## src/rtl/fwdgr_pkg.sv

```systemverilog
// ----------------------------------------------------------------------------
// fwdgr_pkg
// shared constants, types and the 6x8 digit font for the glyph renderer
// ----------------------------------------------------------------------------
package fwdgr_pkg;

    localparam int VALUE_W       = 32;
    localparam int DEC_DIGITS    = 10;
    localparam int BCD_W         = 4 * DEC_DIGITS;
    localparam int COUNT_W       = 4;
    localparam int COL_W         = 8;
    localparam int GLYPH_COLUMNS = 6;
    localparam int MAX_DIGITS    = 10;
    localparam int COLIDX_W      = $clog2(GLYPH_COLUMNS);
    localparam int SHIFT_CNT_W   = $clog2(VALUE_W + 1);

    localparam logic [3:0] DIGIT_NINE = 4'd9;

    // conversion result handed from the converter to the column emitter
    typedef struct packed {
        logic             done;
        logic [BCD_W-1:0] bcd;
    } t_conv_res;

    // font column lookup, bit 0 is the top row
    function automatic logic [COL_W-1:0] f_glyph_column(input logic [3:0] digit,
                                                        input logic [COLIDX_W-1:0] col);
        logic [8*GLYPH_COLUMNS-1:0] glyph;
        begin
            case (digit)
                4'd0:    glyph = 48'h3C_52_4A_46_3C_00;
                4'd1:    glyph = 48'h00_44_7E_40_00_00;
                4'd2:    glyph = 48'h44_62_52_4A_44_00;
                4'd3:    glyph = 48'h24_42_4A_4A_34_00;
                4'd4:    glyph = 48'h30_28_24_7E_20_00;
                4'd5:    glyph = 48'h2E_4A_4A_4A_32_00;
                4'd6:    glyph = 48'h3C_4A_4A_4A_32_00;
                4'd7:    glyph = 48'h02_02_72_0A_06_00;
                4'd8:    glyph = 48'h34_4A_4A_4A_34_00;
                4'd9:    glyph = 48'h24_4A_4A_4A_3C_00;
                default: glyph = '0;
            endcase
            f_glyph_column = glyph[8*(GLYPH_COLUMNS-1-int'(col)) +: 8];
        end
    endfunction

endpackage

```

## src/rtl/fwdgr_bcd_conv.sv

```systemverilog
// ----------------------------------------------------------------------------
// fwdgr_bcd_conv
// bit-serial binary to bcd converter, one input bit shifted in per cycle
// ----------------------------------------------------------------------------
module fwdgr_bcd_conv (
    input  logic                              i_clk,
    input  logic                              i_rst_n,
    input  logic                              i_load,
    input  logic [fwdgr_pkg::VALUE_W-1:0]     i_value,
    output fwdgr_pkg::t_conv_res              o_res
);
    import fwdgr_pkg::*;

    logic                   r_busy, n_busy;
    logic                   r_done, n_done;
    logic [SHIFT_CNT_W-1:0] r_cnt, n_cnt;
    logic [VALUE_W-1:0]     r_shift, n_shift;
    logic [BCD_W-1:0]       r_bcd, n_bcd;
    logic [BCD_W-1:0]       adj;

    // add three to every digit of five or more before the shift
    always_comb begin
        for (int i = 0; i < DEC_DIGITS; i++) begin
            if (r_bcd[4*i +: 4] >= 4'd5) begin
                adj[4*i +: 4] = r_bcd[4*i +: 4] + 4'd3;
            end else begin
                adj[4*i +: 4] = r_bcd[4*i +: 4];
            end
        end
    end

    always_comb begin
        n_busy  = r_busy;
        n_done  = 1'b0;
        n_cnt   = r_cnt;
        n_shift = r_shift;
        n_bcd   = r_bcd;
        if (i_load) begin
            n_busy  = 1'b1;
            n_cnt   = SHIFT_CNT_W'(VALUE_W);
            n_shift = i_value;
            n_bcd   = '0;
        end else if (r_busy) begin
            n_shift = {r_shift[VALUE_W-2:0], 1'b0};
            n_bcd   = {adj[BCD_W-2:0], r_shift[VALUE_W-1]};
            n_cnt   = r_cnt - 1'b1;
            if (r_cnt == SHIFT_CNT_W'(1)) begin
                n_busy = 1'b0;
                n_done = 1'b1;
            end
        end
    end

    always_ff @(posedge i_clk) begin
        if (!i_rst_n) begin
            r_busy <= 1'b0;
            r_done <= 1'b0;
            r_cnt  <= '0;
        end else begin
            r_busy <= n_busy;
            r_done <= n_done;
            r_cnt  <= n_cnt;
        end
        r_shift <= n_shift;
        r_bcd   <= n_bcd;
    end

    assign o_res.done = r_done;
    assign o_res.bcd  = r_bcd;

endmodule

```

## src/rtl/fwdgr_emit.sv

```systemverilog
// ----------------------------------------------------------------------------
// fwdgr_emit
// walks the bcd digits most significant first and sends one font column per cycle
// ----------------------------------------------------------------------------
module fwdgr_emit (
    input  logic                              i_clk,
    input  logic                              i_rst_n,
    input  fwdgr_pkg::t_conv_res              i_res,
    input  logic [fwdgr_pkg::COUNT_W-1:0]     i_count,
    input  logic                              i_invert,
    output logic                              o_valid,
    output logic [fwdgr_pkg::COL_W-1:0]       o_column,
    output logic                              o_last
);
    import fwdgr_pkg::*;

    logic                r_run, n_run;
    logic                r_first, n_first;
    logic [COUNT_W-1:0]  r_dig, n_dig;
    logic [COLIDX_W-1:0] r_col, n_col;
    logic [BCD_W-1:0]    r_bcd;
    logic                r_ovf;
    logic                ovf;
    logic                r_valid;
    logic [COL_W-1:0]    r_column;
    logic                r_last;
    logic [3:0]          digit;
    logic [COL_W-1:0]    col_byte;
    logic                is_last;

    // any nonzero digit above the shown width forces the leading glyph to nine
    always_comb begin
        ovf = 1'b0;
        for (int i = 0; i < DEC_DIGITS; i++) begin
            if (COUNT_W'(i) >= i_count && i_res.bcd[4*i +: 4] != 4'd0) begin
                ovf = 1'b1;
            end
        end
    end

    always_comb begin
        digit = r_bcd[{r_dig, 2'b00} +: 4];
        if (r_first && r_ovf) begin
            digit = DIGIT_NINE;
        end
        col_byte = f_glyph_column(digit, r_col);
        if (i_invert) begin
            col_byte = ~col_byte;
        end
        is_last = (r_dig == '0) && (r_col == COLIDX_W'(GLYPH_COLUMNS - 1));
    end

    always_comb begin
        n_run   = r_run;
        n_first = r_first;
        n_dig   = r_dig;
        n_col   = r_col;
        if (i_res.done) begin
            n_run   = 1'b1;
            n_first = 1'b1;
            n_dig   = i_count - 1'b1;
            n_col   = '0;
        end else if (r_run) begin
            if (r_col == COLIDX_W'(GLYPH_COLUMNS - 1)) begin
                n_col   = '0;
                n_dig   = r_dig - 1'b1;
                n_first = 1'b0;
                if (is_last) begin
                    n_run = 1'b0;
                end
            end else begin
                n_col = r_col + 1'b1;
            end
        end
    end

    always_ff @(posedge i_clk) begin
        if (!i_rst_n) begin
            r_run   <= 1'b0;
            r_valid <= 1'b0;
        end else begin
            r_run   <= n_run;
            r_valid <= r_run;
        end
        r_first  <= n_first;
        r_dig    <= n_dig;
        r_col    <= n_col;
        r_column <= col_byte;
        r_last   <= is_last;
        if (i_res.done) begin
            r_bcd <= i_res.bcd;
            r_ovf <= ovf;
        end
    end

    assign o_valid  = r_valid;
    assign o_column = r_column;
    assign o_last   = r_last;

endmodule

```

## src/rtl/fixed_width_decimal_glyph_renderer_top.sv

```systemverilog
// ----------------------------------------------------------------------------
// fixed_width_decimal_glyph_renderer_top
// renders a 32-bit value as zero-padded decimal font columns, 6 per digit
// ----------------------------------------------------------------------------
// A number is taken when start is high and busy is low. The value is first
// converted to bcd one bit per cycle, then the digits go out most significant
// first as 6 column words each, one word per cycle on o_valid, with o_last on
// the final word. Busy stays high until the final word is sent, so no new
// number is taken before then. The receiver must take every word in the cycle
// it is shown: there is no back-pressure.
module fixed_width_decimal_glyph_renderer_top (
    input  logic                              i_clk,
    input  logic                              i_rst_n,
    input  logic                              start,
    output logic                              busy,
    input  logic [fwdgr_pkg::VALUE_W-1:0]     i_value,
    input  logic [fwdgr_pkg::COUNT_W-1:0]     i_digit_count,
    input  logic                              i_invert,
    output logic                              o_valid,
    output logic [fwdgr_pkg::COL_W-1:0]       o_column,
    output logic                              o_last
);
    import fwdgr_pkg::*;

    logic               r_busy;
    logic [COUNT_W-1:0] r_count;
    logic               r_invert;
    logic [COUNT_W-1:0] count_clamped;
    logic               accept;
    t_conv_res          conv_res;

    assign accept = start && !r_busy;
    assign busy   = r_busy;

    always_comb begin
        count_clamped = i_digit_count;
        if (i_digit_count == '0) begin
            count_clamped = COUNT_W'(1);
        end else if (i_digit_count > COUNT_W'(MAX_DIGITS)) begin
            count_clamped = COUNT_W'(MAX_DIGITS);
        end
    end

    always_ff @(posedge i_clk) begin
        if (!i_rst_n) begin
            r_busy <= 1'b0;
        end else if (accept) begin
            r_busy <= 1'b1;
        end else if (o_valid && o_last) begin
            r_busy <= 1'b0;
        end
        if (accept) begin
            r_count  <= count_clamped;
            r_invert <= i_invert;
        end
    end

    fwdgr_bcd_conv u_conv (
        .i_clk   (i_clk),
        .i_rst_n (i_rst_n),
        .i_load  (accept),
        .i_value (i_value),
        .o_res   (conv_res)
    );

    fwdgr_emit u_emit (
        .i_clk    (i_clk),
        .i_rst_n  (i_rst_n),
        .i_res    (conv_res),
        .i_count  (r_count),
        .i_invert (r_invert),
        .o_valid  (o_valid),
        .o_column (o_column),
        .o_last   (o_last)
    );

    // words only leave while a number is in flight
    a_valid_in_flight: assert property (@(posedge i_clk) disable iff (!i_rst_n)
        o_valid |-> r_busy)
        else $error("word sent with no number in flight");

    // the column walk runs without gaps until the final word
    a_no_gap: assert property (@(posedge i_clk) disable iff (!i_rst_n)
        (o_valid && !o_last) |=> o_valid)
        else $error("gap in column stream");

    // the final word frees the block
    a_last_frees: assert property (@(posedge i_clk) disable iff (!i_rst_n)
        (o_valid && o_last) |=> !r_busy)
        else $error("busy held after final word");

    // conversion finishing never coincides with words still leaving
    a_done_idle_out: assert property (@(posedge i_clk) disable iff (!i_rst_n)
        conv_res.done |-> !o_valid)
        else $error("conversion done while words still leaving");

endmodule
```

## config.mk

```make
export PLATFORM = sky130hd
export DESIGN_NAME = fixed_width_decimal_glyph_renderer_top
export DESIGN_NICKNAME = d
export VERILOG_FILES = /design/src/rtl/fwdgr_pkg.sv /design/src/rtl/fwdgr_bcd_conv.sv /design/src/rtl/fwdgr_emit.sv /design/src/rtl/fixed_width_decimal_glyph_renderer_top.sv
export SDC_FILE = /design/constraint.sdc
export NUM_CORES = 1
export LEC_CHECK = 0
export ABC_CLOCK_PERIOD_IN_PS = 3100
export CORE_UTILIZATION = 40
export CTS_CLUSTER_DIAMETER = 100
export DETAILED_ROUTE_END_ITERATION = 6
export DONT_BUFFER_PORTS = 1
export GPL_TIMING_DRIVEN = 0
export SETUP_SLACK_MARGIN = 0.05
export SYNTH_ARGS = -nofsm -noshare
export SYNTH_HDL_FRONTEND = slang
export SYNTH_SLANG_ARGS = --single-unit
```

## constraint.sdc

```tcl
create_clock -name i_clk -period 3.1 [get_ports i_clk]
set_clock_uncertainty 0.2 [all_clocks]
set_input_delay 0.62 -clock i_clk [delete_from_list [all_inputs] [get_ports i_clk]]
set_output_delay 0.62 -clock i_clk [all_outputs]
set_load 0.02 [all_outputs]
```

==> flow_summary.ini, run 1 <==
[die]
core_region_area_um2 = 18020
start_util_pct = 41.02
dieArea_um2 = 19030
die_h_um = 138.0
io_pins = 51
row_count = 49
die_width_um = 138.0

[routing]
vias = 5521
drc = 0
ant_nets = 0
routedWlPerCell_um = 16.28
first_iter_violations = 346
via_per_inst = 5.334
first_pass_iters = 5
routed_wl_um = 16850

[yosys]
syn-num-nets = 835
synth_top_cell_by_area = edfxtp_1
ys.flop_type = edfxtp_1
synth.area.top_cells = edfxtp_1, dfxtp_1, nand2_1
syn_area_um2 = 7393
ys_async_sr_fraction_pct = 0
synth_edf_count = 82
avgSynthCellArea_um2 = 9.780
synth_top_area_share_pct = 33.31
ys_types = 61
ys_seq_area_share_pct = 50.36
synth-seq-cells = 145
yosys_warnings = 0
syn_inst = 756

[clock_network]
clk_pin_slew_ns = 0.06
numClockSinks = 145
root_buffer = clkbuf_16
htreeDepth = 4
cts_max_path_buffers = 2
worstSkewPairLatency_ns = 0.42
cts_tree = yes
cts_buffers = 17

[sta]
fin_setup_tns_ns = 0
rsz0062_at_grt = yes
clock.fmax_mhz = 325.7
slew_violations = 0
hold_viol_final = 0
final.min_clock_period_ns = 3.071
maxSlewHeadroom_pct = 44.17
worst_pin_slew_ns = 0.8374
fin_ws_ns = 0.02925
fin_crit_sh_pct = 99.06
setup_viol = 0
holdWs_ns = 0.09730

[cells_and_area]
final_cells = 1035
final_cell_mix = nand2_1, edfxtp_1, nor2_1
area_growth_pct = 16.58
final_common_cell = nand2_1
num_antenna_cells = 0
finalCoreUtilization_pct = 47.82
final_nets = 872
layout-drive-gt1-share_pct = 12.66
design_area_um2 = 8620

[power_and_ir_drop]
peakVddDrop_uv = 584.7
power_mw = 5.220
power_leakage_nw = 3.330
p_per_area_nw_per_um2 = 605.6

[global_route]
antenna_found_initial = 0
grt_pass1_vias = 5063
grt_pass1_wl_um = 26320
global_route.overflow_total = 0
grt_usage_pct = 18.51
grt_max_degree = 35

[placed_design]
port_buffers = 0
gp_congestion = 0.9249
dp_hpwl_um = 11710
placed_cell_area_um2 = 7701
preCtsSetupSlack_ns = -0.5575
dp_cells = 986

[worst_hold_path]
worstHoldStart = i_invert
min_path_type = primary input to flip-flop

[worst_setup_path]
critPathKind = flip-flop to flip-flop
crit_path_start = u_emit.r_dig[1]
worstSetupEndpointType = flip-flop
required_ns = 3.24
cp_max_fo = 8
arrival_ns = 3.21
startpoint_type = flip-flop
r2r_start = u_emit.r_dig[1]

[status]
status = complete, no violations

[flow_run]
drv_cap = 0
critical path, cell delays in order (launching register included):
cell,delay [ns]
edfxtp_1,0.38
buf_6,0.14
buf_12,0.13
mux2i_2,0.16
a221o_1,0.33
a211o_4,0.38
ha_4,0.32
nor2_1,0.05
mux2i_1,0.21
a31oi_1,0.14
a221oi_2,0.38
xor2_1,0.17
report_power, final:
group | switching [mW] | total (mW) | internal [mW]
logic | 0.466 | 0.729 | 0.263
clock network | 0.830 | 2.21 | 1.38
registers | 0.109 | 2.28 | 2.17
sequential cells by signal, indices dropped and copies added, names as in the netlist:
signal           cells
u_emit.o_last        1
u_conv.r_busy        1
r_count              4
u_conv.r_done        1
u_conv.r_bcd        40
busy                 1
u_emit.r_ovf         1
u_emit.o_column      7
u_emit.r_first       1
u_emit.r_dig         4
u_emit.r_bcd        40
u_emit.r_col         3
u_emit.o_valid       1
u_conv.r_shift      32
u_emit.r_run         1
u_conv.r_cnt         6
r_invert             1
cells in the mapped netlist (3+ instances only):
cell type,number
o211ai_1,4
buf_4,3
edfxtp_1,82
nand4_1,4
nor2b_1,4
a21o_1,4
nor3_1,20
nand2_1,134
xor2_1,17
ha_1,39
o2111a_1,3
clkbuf_1,27
and2_1,7
a21oi_1,51
xnor2_1,16
mux2_2,5
o21ai_0,41
nand3_1,17
a31oi_1,6
nor2_1,71
mux2i_1,28
o41ai_1,3
nor3b_1,3
inv_1,35
a211oi_1,5
nand2b_1,14
buf_2,4
dfxtp_1,63
cell families after synthesis:
group	Yosys count	share of synthesized area (%)
and+or+nand+nor	282	16.75
muxes	37	5.872
buffers and inverters	75	4.265
adders and majority gates	39	6.600
AOI/OAI and AO/OA	145	12.24
DFF	145	50.36
xor gates and xnor gates	33	3.909
what timing repair did:
action	in CTS	in global routing
hold buffers	0	0
setup buffers	11	6
resized for setup	15	25
pin swaps	6	9
setup endpoints to repair	38	6
cloned	0	0
final cells by class:
class / instances / area, um^2
Fill cell: 1714 / 9405
Sequential cell: 145 / 3725
Multi-Input combinational cell: 536 / 3470
Clock buffer: 18 / 439.2
Tap cell: 229 / 286.5
Clock inverter: 14 / 201.4
Buffer: 38 / 198.9
Timing Repair Buffer: 18 / 155.1
Inverter: 37 / 143.9
per-layer routing:
| metal | track usage, % | up-vias | part of all wire (%) | routed length (um) |
|---|---|---|---|---|
| met3 | 4.130 | 37 | 5.1 | 856 |
| met2 | 30.83 | 182 | 48 | 8151 |
| met5 | 0 | - | 0 | 0 |
| met1 | 23.32 | 2590 | 44 | 7404 |
| li1 | - | 2712 | - | - |
| met4 | 7.005 | 0 | 2.6 | 432 |
path summary, 6_finish.rpt:
kind | end | slack [ns] | depth (start not counted)
hold / removal | r_invert | 0.1 | 0
setup / recovery | u_emit.o_column[4] | 0.03 | 11
hold reg to reg | u_emit.o_column[0] | 0.20 | 0
setup reg to reg | u_emit.o_column[4] | 0.03 | 11
Note: power is estimated with default switching activity, not from simulation.
==> run 2: changes to the inputs <==
Settings changed: CORE_MARGIN set to 2, CORE_UTILIZATION 40 to 45, CTS_BUF_LIST set to sky130_fd_sc_hd__clkbuf_4.
==> flow_summary.ini, run 2 (synthesized netlist as in run 1, its figures left out) <==
[cells_and_area]
num_antenna_cells = 0
area_growth_pct = 12.44
final_cell_mix = nand2_1, edfxtp_1, nor2_1
finalCoreUtilization_pct = 51.96
reg.largest.list = u_conv.r_bcd (40), u_emit.r_bcd (40), u_conv.r_shift (32)
final_nets = 878
layout-drive-gt1-share_pct = 12.07
final_common_cell = nand2_1
design_area_um2 = 8313
final_cells = 1028

[global_route]
grt_pass1_wl_um = 28130
grt_pass1_vias = 5531
grt_max_degree = 43
antenna_found_initial = 0
top_usage_layer = met2
gr-usage-met3_pct = 3.998
grt_usage_pct = 20.10
met2_usage_pct = 34.06
global_route.overflow_total = 0
gr-usage-met1_pct = 26.12

[worst_setup_path]
startpoint_type = flip-flop
critPathKind = flip-flop to flip-flop
arrival_ns = 3.29
cp_max_fo = 7
worstSetupEndpointType = flip-flop
required_ns = 3.32

[placed_design]
port_buffers = 0
dp_hpwl_um = 12100
preCtsSetupSlack_ns = -0.6199
dp_cells = 972
placed_cell_area_um2 = 7665
gp_congestion = 0.8711

[sta]
maxSlewHeadroom_pct = 34.32
setup_viol = 0
fin_crit_sh_pct = 99.09
fin_ws_ns = 0.02827
rsz0062_at_grt = yes
hold_viol_final = 0
worst_pin_slew_ns = 0.9852
final.min_clock_period_ns = 3.072
holdWs_ns = 0.03543
clock.fmax_mhz = 325.5
slew_violations = 0

[clock_network]
cts_tree = yes
htreeDepth = 4
clk_pin_slew_ns = 0.13
numClockSinks = 145
cts_max_path_buffers = 2
worstSkewPairLatency_ns = 0.55
root_buffer = clkbuf_4
cts_buffers = 17

[routing]
routedWlPerCell_um = 16.61
first_iter_violations = 389
vias = 5585
routed_wl_um = 17070
ant_nets = 0
first_pass_iters = 5
drc = 0
via_per_inst = 5.433

[die]
die_width_um = 132.2
die_h_um = 132.2
io_pins = 51
start_util_pct = 46.21
dieArea_um2 = 17470
row_count = 46
core_region_area_um2 = 16000

[power_and_ir_drop]
power.switching_mw = 1.265
peakVddDrop_uv = 301.9
power_frac_seq_pct = 54.5
power_leakage_nw = 3.191
p_sw_share_pct = 30.29
comb_power_share_pct = 17.8
clkPwrFrac_pct = 27.6
p_per_area_nw_per_um2 = 502.5
power.internal_mw = 2.912

[worst_hold_path]
min_path_type = primary input to flip-flop

[status]
status = complete, no violations

[flow_run]
drv_cap = 0
-- run 2: cell count changes in the layout (fill, tap and decap cells not counted), sizes merged --
| cell | delta |
|---|---|
| dlygate4sd3 | +6 |
| inv | -4 |
| buf | +1 |
| clkinv | +7 |
| clkbuf | -2 |
| bufinv | -2 |
-- run 2: through the flow --
stage,total power [mW],TNS [ns]
floorplan,2.810,0
global placement,2.986,-2.198
detailed placement,3.000,-2.981
CTS,4.182,0
global route,4.375,-0.07960
finish,4.177,0
-- run 2: critical path, stage by stage, from the launching register on --
cell and delay, ns:
edfxtp_1 0.39, buf_6 0.14, buf_12 0.13, mux2i_2 0.16
a221o_1 0.38, a211o_4 0.40, ha_4 0.26, inv_1 0.11
mux2i_1 0.08, a2111o_1 0.41, a211oi_2 0.22, a311oi_1 0.07
-- run 2: layout make-up --
type	instances	area (um^2)
clock inverters	15	143.9
plain buffers	38	195.2
inverters	37	146.4
repair buffers	24	235.2
well taps	216	270.3
flip-flops and latches	145	3725
multi-input cells	536	3470
clock buffers	17	127.6
fillers	1528	7687
-- run 2: final timing paths --
path,depth (start not counted),slack [ns],endpoint,from
max,11,0.03,u_emit.o_column[3],u_emit.r_dig[1]
min,1,0.04,r_count[1],i_digit_count[1]
max reg2reg,11,0.03,u_emit.o_column[3],u_emit.r_dig[1]
min reg2reg,0,0.19,u_emit.o_column[0],r_invert
-- run 2: repair_timing --
| action | in CTS | in global routing |
|---|---|---|
| gates resized for setup | 27 | 12 |
| buffers inserted | 12 | 6 |
| hold buffers | 6 | 0 |
| pin swaps | 9 | 7 |
| endpoints found under the setup margin | 6 | 6 |
| endpoints found under the hold margin | 10 | 0 |
-- run 2: per-layer routing --
metal	vias up	wire, um
li1	2726	-
met1	2692	7726
met2	143	8395
met3	24	713
met4	0	234
met5	-	0
-- run 2: power groups by stage --
stage	Combinational [mW]	Clock, mW	Sequential [mW]
5_1_grt	0.816	1.26	2.30
3_3_place_gp	0.662	0	2.32
4_1_cts	0.710	1.19	2.28
2_1_floorplan	0.506	0	2.30
6_report	0.744	1.15	2.28
3_5_place_dp	0.673	0	2.33
